**src/hw/rtl/msb_pkg.sv**
```systemverilog
`timescale 1ns / 1ps
// ----------------------------------------------------------------------------
// msb_pkg
// shared constants, payload types and sequencer states of the sort buffer
// ----------------------------------------------------------------------------
package msb_pkg;

  localparam int MSB_CAPACITY = 64;
  localparam int DATA_W       = 32;

  typedef struct packed {
    logic signed [DATA_W-1:0] value;
    logic                     is_last;
  } in_req_t;

  typedef struct packed {
    logic signed [DATA_W-1:0] sorted_value;
    logic                     last_out;
    logic                     overflow;
  } out_req_t;

  typedef enum logic [6:0] {
    ST_LOAD     = 7'b0000001,
    ST_SETUP    = 7'b0000010,
    ST_RD       = 7'b0000100,
    ST_CMP      = 7'b0001000,
    ST_OUT_RD   = 7'b0010000,
    ST_OUT_LD   = 7'b0100000,
    ST_OUT_WAIT = 7'b1000000
  } msb_state_t;

endpackage

```
**src/hw/rtl/msb_ctrl.sv**
```systemverilog
`timescale 1ns / 1ps
// ----------------------------------------------------------------------------
// msb_ctrl
// load, bottom-up merge pass and drain sequencer over two ping-pong stores
// ----------------------------------------------------------------------------
module msb_ctrl #(
  parameter int CAPACITY = msb_pkg::MSB_CAPACITY,
  parameter int AW       = $clog2(CAPACITY),
  parameter int CNT_W    = $clog2(CAPACITY + 1)
) (
  input  logic                       clk,
  input  logic                       rst_n,
  input  logic                       in_valid,
  output logic                       in_ready,
  input  msb_pkg::in_req_t           in_data,
  output logic                       out_valid,
  input  logic                       out_ready,
  output msb_pkg::out_req_t          out_data,
  output logic                       we0,
  output logic                       we1,
  output logic [AW-1:0]              waddr,
  output logic [msb_pkg::DATA_W-1:0] wdata,
  output logic [AW-1:0]              raddr_a,
  output logic [AW-1:0]              raddr_b,
  input  logic [msb_pkg::DATA_W-1:0] m0_rdata_a,
  input  logic [msb_pkg::DATA_W-1:0] m0_rdata_b,
  input  logic [msb_pkg::DATA_W-1:0] m1_rdata_a,
  input  logic [msb_pkg::DATA_W-1:0] m1_rdata_b
);
  import msb_pkg::*;

  localparam int XW = CNT_W + 2;
  localparam logic [CNT_W-1:0] CAP_C = CNT_W'(CAPACITY);

  msb_state_t       state_r, state_nxt;
  logic [CNT_W-1:0] count_r, count_nxt;
  logic             dropped_r, dropped_nxt;
  logic             src_r, src_nxt;
  logic [CNT_W-1:0] w_r, w_nxt;
  logic [CNT_W-1:0] lo_r, lo_nxt;
  logic [CNT_W-1:0] mid_r, mid_nxt;
  logic [CNT_W-1:0] hi_r, hi_nxt;
  logic [CNT_W-1:0] i_r, i_nxt;
  logic [CNT_W-1:0] j_r, j_nxt;
  logic [CNT_W-1:0] k_r, k_nxt;
  logic             out_valid_r, out_valid_nxt;
  out_req_t         out_data_r, out_data_nxt;

  logic [DATA_W-1:0] rd_a, rd_b;
  logic [XW-1:0]     mid_sum, hi_sum, n_ext, w2;
  logic [CNT_W-1:0]  k_inc;
  logic              take_a, in_acc, out_acc;

  assign rd_a    = src_r ? m1_rdata_a : m0_rdata_a;
  assign rd_b    = src_r ? m1_rdata_b : m0_rdata_b;
  assign n_ext   = XW'(count_r);
  assign mid_sum = XW'(lo_r) + XW'(w_r);
  assign hi_sum  = XW'(lo_r) + (XW'(w_r) << 1);
  assign w2      = XW'(w_r) << 1;
  assign k_inc   = k_r + CNT_W'(1);
  assign take_a  = (i_r < mid_r) &&
                   ((j_r >= hi_r) || ($signed(rd_a) <= $signed(rd_b)));

  assign in_ready  = (state_r == ST_LOAD);
  assign in_acc    = in_valid && in_ready;
  assign out_valid = out_valid_r;
  assign out_data  = out_data_r;
  assign out_acc   = out_valid_r && out_ready;

  // store ports
  always_comb begin
    we0     = 1'b0;
    we1     = 1'b0;
    waddr   = k_r[AW-1:0];
    wdata   = take_a ? rd_a : rd_b;
    raddr_a = i_r[AW-1:0];
    raddr_b = j_r[AW-1:0];
    if (state_r == ST_LOAD) begin
      we0   = in_acc && (count_r < CAP_C);
      waddr = count_r[AW-1:0];
      wdata = in_data.value;
    end else if (state_r == ST_CMP) begin
      we0 = src_r;
      we1 = !src_r;
    end
    if (state_r == ST_OUT_RD) begin
      raddr_a = k_r[AW-1:0];
    end
  end

  always_comb begin
    state_nxt     = state_r;
    count_nxt     = count_r;
    dropped_nxt   = dropped_r;
    src_nxt       = src_r;
    w_nxt         = w_r;
    lo_nxt        = lo_r;
    mid_nxt       = mid_r;
    hi_nxt        = hi_r;
    i_nxt         = i_r;
    j_nxt         = j_r;
    k_nxt         = k_r;
    out_valid_nxt = out_valid_r;
    out_data_nxt  = out_data_r;
    unique case (state_r)
      ST_LOAD: begin
        if (in_acc) begin
          if (count_r < CAP_C) begin
            count_nxt = count_r + CNT_W'(1);
          end else begin
            dropped_nxt = 1'b1;
          end
          if (in_data.is_last) begin
            src_nxt = 1'b0;
            w_nxt   = CNT_W'(1);
            lo_nxt  = '0;
            k_nxt   = '0;
            // a single element needs no merge pass
            if (count_r == '0) begin
              state_nxt = ST_OUT_RD;
            end else begin
              state_nxt = ST_SETUP;
            end
          end
        end
      end
      ST_SETUP: begin
        mid_nxt   = (mid_sum > n_ext) ? count_r : mid_sum[CNT_W-1:0];
        hi_nxt    = (hi_sum > n_ext) ? count_r : hi_sum[CNT_W-1:0];
        i_nxt     = lo_r;
        j_nxt     = (mid_sum > n_ext) ? count_r : mid_sum[CNT_W-1:0];
        k_nxt     = lo_r;
        state_nxt = ST_RD;
      end
      ST_RD: begin
        state_nxt = ST_CMP;
      end
      ST_CMP: begin
        k_nxt = k_inc;
        if (take_a) begin
          i_nxt = i_r + CNT_W'(1);
        end else begin
          j_nxt = j_r + CNT_W'(1);
        end
        if (k_inc == hi_r) begin
          lo_nxt    = hi_r;
          state_nxt = ST_SETUP;
          if (hi_r == count_r) begin
            // pass complete: result now lives in the other store
            src_nxt = !src_r;
            lo_nxt  = '0;
            if (w2 >= n_ext) begin
              k_nxt     = '0;
              state_nxt = ST_OUT_RD;
            end else begin
              w_nxt = w2[CNT_W-1:0];
            end
          end
        end else begin
          state_nxt = ST_RD;
        end
      end
      ST_OUT_RD: begin
        state_nxt = ST_OUT_LD;
      end
      ST_OUT_LD: begin
        out_data_nxt.sorted_value = rd_a;
        out_data_nxt.last_out     = (k_inc == count_r);
        out_data_nxt.overflow     = dropped_r;
        out_valid_nxt             = 1'b1;
        state_nxt                 = ST_OUT_WAIT;
      end
      ST_OUT_WAIT: begin
        if (out_acc) begin
          out_valid_nxt = 1'b0;
          k_nxt         = k_inc;
          if (out_data_r.last_out) begin
            count_nxt   = '0;
            dropped_nxt = 1'b0;
            src_nxt     = 1'b0;
            state_nxt   = ST_LOAD;
          end else begin
            state_nxt = ST_OUT_RD;
          end
        end
      end
      default: begin
        state_nxt = ST_LOAD;
      end
    endcase
  end

  always_ff @(posedge clk) begin
    if (!rst_n) begin
      state_r     <= ST_LOAD;
      count_r     <= '0;
      dropped_r   <= 1'b0;
      src_r       <= 1'b0;
      out_valid_r <= 1'b0;
    end else begin
      state_r     <= state_nxt;
      count_r     <= count_nxt;
      dropped_r   <= dropped_nxt;
      src_r       <= src_nxt;
      out_valid_r <= out_valid_nxt;
    end
  end

  always_ff @(posedge clk) begin
    w_r        <= w_nxt;
    lo_r       <= lo_nxt;
    mid_r      <= mid_nxt;
    hi_r       <= hi_nxt;
    i_r        <= i_nxt;
    j_r        <= j_nxt;
    k_r        <= k_nxt;
    out_data_r <= out_data_nxt;
  end

  // loading and draining never overlap
  a_no_load_while_draining: assert property (@(posedge clk) disable iff (!rst_n)
    !(in_ready && out_valid_r))
    else $error("input taken while a sorted request is pending");

  // only one store is written in any cycle
  a_single_writer: assert property (@(posedge clk) disable iff (!rst_n)
    !(we0 && we1))
    else $error("both stores written in one cycle");

  // a merge step always stays inside its run
  a_merge_in_run: assert property (@(posedge clk) disable iff (!rst_n)
    (state_r == ST_CMP) |-> (k_r < hi_r && hi_r <= count_r))
    else $error("merge output index outside its run");

  // a result is only offered for a non-empty set
  a_out_nonempty: assert property (@(posedge clk) disable iff (!rst_n)
    out_valid_r |-> (count_r != '0 && k_r < count_r))
    else $error("sorted request offered beyond the held set");

  // the store only fills while loading
  a_fill_only_in_load: assert property (@(posedge clk) disable iff (!rst_n)
    (count_r > $past(count_r)) |-> ($past(state_r) == ST_LOAD))
    else $error("element count grew outside loading");

endmodule

```
**config.mk**
```make
export PLATFORM = sky130hd
export DESIGN_NAME = msb_ctrl
export DESIGN_NICKNAME = d
export VERILOG_FILES = /design/src/hw/rtl/msb_pkg.sv /design/src/hw/rtl/msb_ctrl.sv
export SDC_FILE = /design/constraint.sdc
export NUM_CORES = 1
export LEC_CHECK = 0
export BUFFER_PORTS_ARGS = -buffer_cell sky130_fd_sc_hd__buf_2
export CAP_MARGIN = 20
export CORE_ASPECT_RATIO = 0.7
export CORE_MARGIN = 2
export CORE_UTILIZATION = 40
export CTS_BUF_LIST = sky130_fd_sc_hd__clkbuf_2
export CTS_CLUSTER_DIAMETER = 200
export CTS_CLUSTER_SIZE = 28
export DETAILED_ROUTE_END_ITERATION = 10
export PLACE_DENSITY = 0.62
export SYNTH_ARGS = -nofsm -noshare
export SYNTH_HDL_FRONTEND = slang
export SYNTH_SLANG_ARGS = --single-unit
```
**constraint.sdc**
```tcl
create_clock -name clk -period 5.1 [get_ports clk]
set_input_delay 0.51 -clock clk [delete_from_list [all_inputs] [get_ports clk]]
set_output_delay 0.51 -clock clk [all_outputs]
set_load 0.02 [all_outputs]
```
==> metrics.cfg <==
[worst_setup_path]
crit_fanout = 63
worstPathRequired_ns = 4.59
critPathKind = register to output port
path_cells = buf_8 > buf_4 > mux2_2 > ha_1 > nand4_1 > nor4_1 > a21oi_1 > and3_1 > a22oi_2 > nand3b_1 > buf_6 > and2_0 > o21ai_1 > buf_2
cp_slowest_cell = dfxtp_4
critPathArrivalTime_ns = 4.19
cp-start-kind = register
cp_top_family = simple AND/OR/NAND/NOR gates
max_stage_delay_ns = 0.59
crit_buf_inv = 4
endpoint_kind = output port

[final_layout]
final_nets = 1321
diodes = 0
mostFrequentLayoutCell = buf_2
largest_register_ffs = 34
layout_common_cells = buf_2, ha_1, edfxtp_1
stdcell_count = 1346
layout-drive-gt1-share_pct = 32.4
syn_to_final_growth_pct = 20.4

[yosys]
synth_cells = 838
async_flop_share_pct = 0
ys_ff_latch = 100
yosys_warnings = 0
syn-cell-area_um2 = 8040
syn_avg_cell_area_um2 = 9.60
ys_seq_area_share_pct = 35.2
synth_flop_cell = edfxtp_1
synth_cell_types = 64
synth_edf_count = 83
synth_nets = 1088

[route]
first_pass_iters = 6
highest_layer = met4
met1Wirelength_um = 12400
via_per_inst = 5.33
vias = 7172
drtIter0Drc = 570
post_drt_wl_per_cell_um = 18.7
ant_nets = 0
routed_wl_um = 25200
met3_length_um = 1970
drc = 0
wl_met2_um = 10500

[clock_network]
numCtsBuffers = 9
clkLatencyLatePin_ns = 0.60
h-tree-depth = 3
tritoncts = built
ctsLongestPathBuffers = 2
cts_root_buf = clkbuf_2
path_clk_slew_ns = 0.33
cts_num_sinks = 100

[sta]
relSlewSlack_pct = 39.8
drv_slew = 0
rsz0062_at_grt = false
tightestPinTransition_ns = 0.899
hold_viol_final = 0
clock_skew_ns = 0.0560
setup_viol = 0
fmax_mhz = 213
tns_ns = 0
fin_crit_sh_pct = 92.1
fin_crit_ns = 4.70

[floorplan]
die_w_um = 173
core_area_um2 = 19700
dieHeight_um = 123
floorplan.initialDensity_pct = 40.7
core.rowCount = 43
dieArea_um2 = 21300
ios = 253

[global_routing]
grtUsageTotal_pct = 22.6
grt_pass1_vias = 6576
overflow = 0
grt_start_max_net_pins = 64
antenna_found_initial = 0
grt_pass1_wl_um = 37300

[power_and_ir_drop]
p_per_area_nw_per_um2 = 554
power_leakage_nw = 4.21
ir_worst_vdd_mv = 0.281

[placed_design]
gp_congestion = 0.899
port_buffers = 252
dpl.cell_count = 1328
detailed_place_hpwl_um = 20000

[worst_hold_path]
hold_path.class = primary input to register

[outcome]
status = finished clean

[job]
maxCapViolations = 0

## metrics by stage
step / utilization, % / power [mW] / instance area, um2 / setup WS (ns) / hold slack [ns]
2_1_floorplan: - / 3.93 / 8040 / 1.32 / 0.431
3_3_place_gp: 48.2 / 4.92 / 9510 / 0.720 / 0.453
3_5_place_dp: 48.2 / 4.94 / 9510 / 0.667 / 0.455
4_1_cts: 48.9 / 5.36 / 9650 / 0.151 / 0.119
5_1_grt: 49.0 / 5.80 / 9680 / 0.103 / 0.112
6_report: 49.0 / 5.36 / 9680 / 0.405 / 0.156
## layout make-up
cell class	count	area, um2
Multi-Input combinational cell	652	4840
Inverter	43	161
Clock inverter	6	73.8
Clock buffer	10	50.0
Tap cell	270	338
Sequential cell	100	2840
Timing Repair Buffer	265	1380
Fill cell	1928	10100
## timing repair
action / 4_1_cts / 5_1_grt
gates resized for setup: 0 / 2
buffers inserted: 1 / 1
hold buffers: 0 / 0
endpoints found under the hold margin: 0 / 0
setup endpoints to repair: 4 / 32
## where the power goes
part / internal [mW] / leakage (nW) / switching, mW
clock: 0.122 / 0.0767 / 0.288
combinational: 1.47 / 3.23 / 2.14
sequential: 1.15 / 0.905 / 0.197
total: 2.74 / 4.21 / 2.62
## path summary, 6_finish.rpt
path	start	to	slack, ns	cells past startpoint
setup reg to reg	lo_r[0]$_SDFFCE_PN0P_	j_r[3]$_DFFE_PP_	1.06	18
hold / removal	rst_n	state_r[0]$_SDFFE_PN1P_	0.16	2
setup / recovery	src_r$_SDFFE_PN0P_	wdata[24]	0.40	14
hold reg to reg	dropped_r$_SDFFE_PN0P_	out_data[0]$_DFFE_PP_	0.48	0
## Yosys cell counts (3+ instances only)
| library cell | n | area share [%] |
|---|---|---|
| o22ai_1 | 3 | 0.23 |
| and3_1 | 14 | 1.1 |
| inv_1 | 41 | 1.9 |
| xnor2_1 | 31 | 3.4 |
| nor3_1 | 4 | 0.25 |
| o211ai_1 | 4 | 0.37 |
| nand4_1 | 13 | 1.0 |
| buf_4 | 6 | 0.56 |
| a211oi_1 | 6 | 0.56 |
| nand2b_1 | 3 | 0.23 |
| buf_1 | 3 | 0.14 |
| a21o_1 | 5 | 0.47 |
| nand3_1 | 15 | 0.93 |
| a21oi_1 | 37 | 2.3 |
| o21a_1 | 10 | 0.93 |
| clkbuf_1 | 21 | 0.98 |
| buf_2 | 8 | 0.50 |
| dfxtp_1 | 17 | 4.2 |
| ha_1 | 83 | 13 |
| buf_6 | 3 | 0.42 |
| mux2i_1 | 39 | 4.9 |
| and2_0 | 15 | 1.2 |
| xnor3_1 | 3 | 0.84 |
| o21ai_0 | 68 | 4.2 |
| nor2b_1 | 9 | 0.70 |
| and2_1 | 24 | 1.9 |
| edfxtp_1 | 83 | 31 |
| and4_1 | 3 | 0.33 |
| o21ai_1 | 32 | 2.0 |
| xor2_1 | 14 | 1.5 |
| mux2_2 | 53 | 7.4 |
| nor2_1 | 41 | 1.9 |
| nand2_1 | 80 | 3.7 |
| nand4b_1 | 3 | 0.33 |
| nor4_1 | 6 | 0.47 |
## worst reg2reg max path, cell delays in order (launching register included)
cell and delay, ns:
edfxtp_1 0.55, ha_1 0.22, inv_1 0.06, fa_1 0.39
nor2b_1 0.12, o21ai_0 0.10, a21oi_1 0.21, o21a_1 0.13
nor2_1 0.04, xnor2_1 0.23, ha_1 0.29, and4_1 0.15
nand4_1 0.12, nand2_1 0.07, a211oi_1 0.22, a211oi_2 0.10
o21ai_2 0.17, mux2_2 0.42, mux2_2 0.27
## logic make-up (layout without fill, tap and decap cells)
kind of cell / Yosys count / in the layout / synth area share (%)
AND/OR/NAND/NOR: 245 / 245 / 15.7
AO/OA/AOI/OAI: 182 / 182 / 13.0
buffers and inverters: 86 / 324 / 4.73
XOR/XNOR: 48 / 48 / 5.74
multiplexers: 92 / 92 / 12.3
adder cells (fa/ha/maj): 85 / 85 / 13.4
flip-flops: 100 / 100 / 35.2
## per-layer routing
layer,vias up,track usage [%]
li1,3486,-
met1,3374,35.2
met2,290,31.8
met3,22,4.52
met4,0,4.87
met5,-,0
Note: power is estimated with default switching activity, not from simulation.
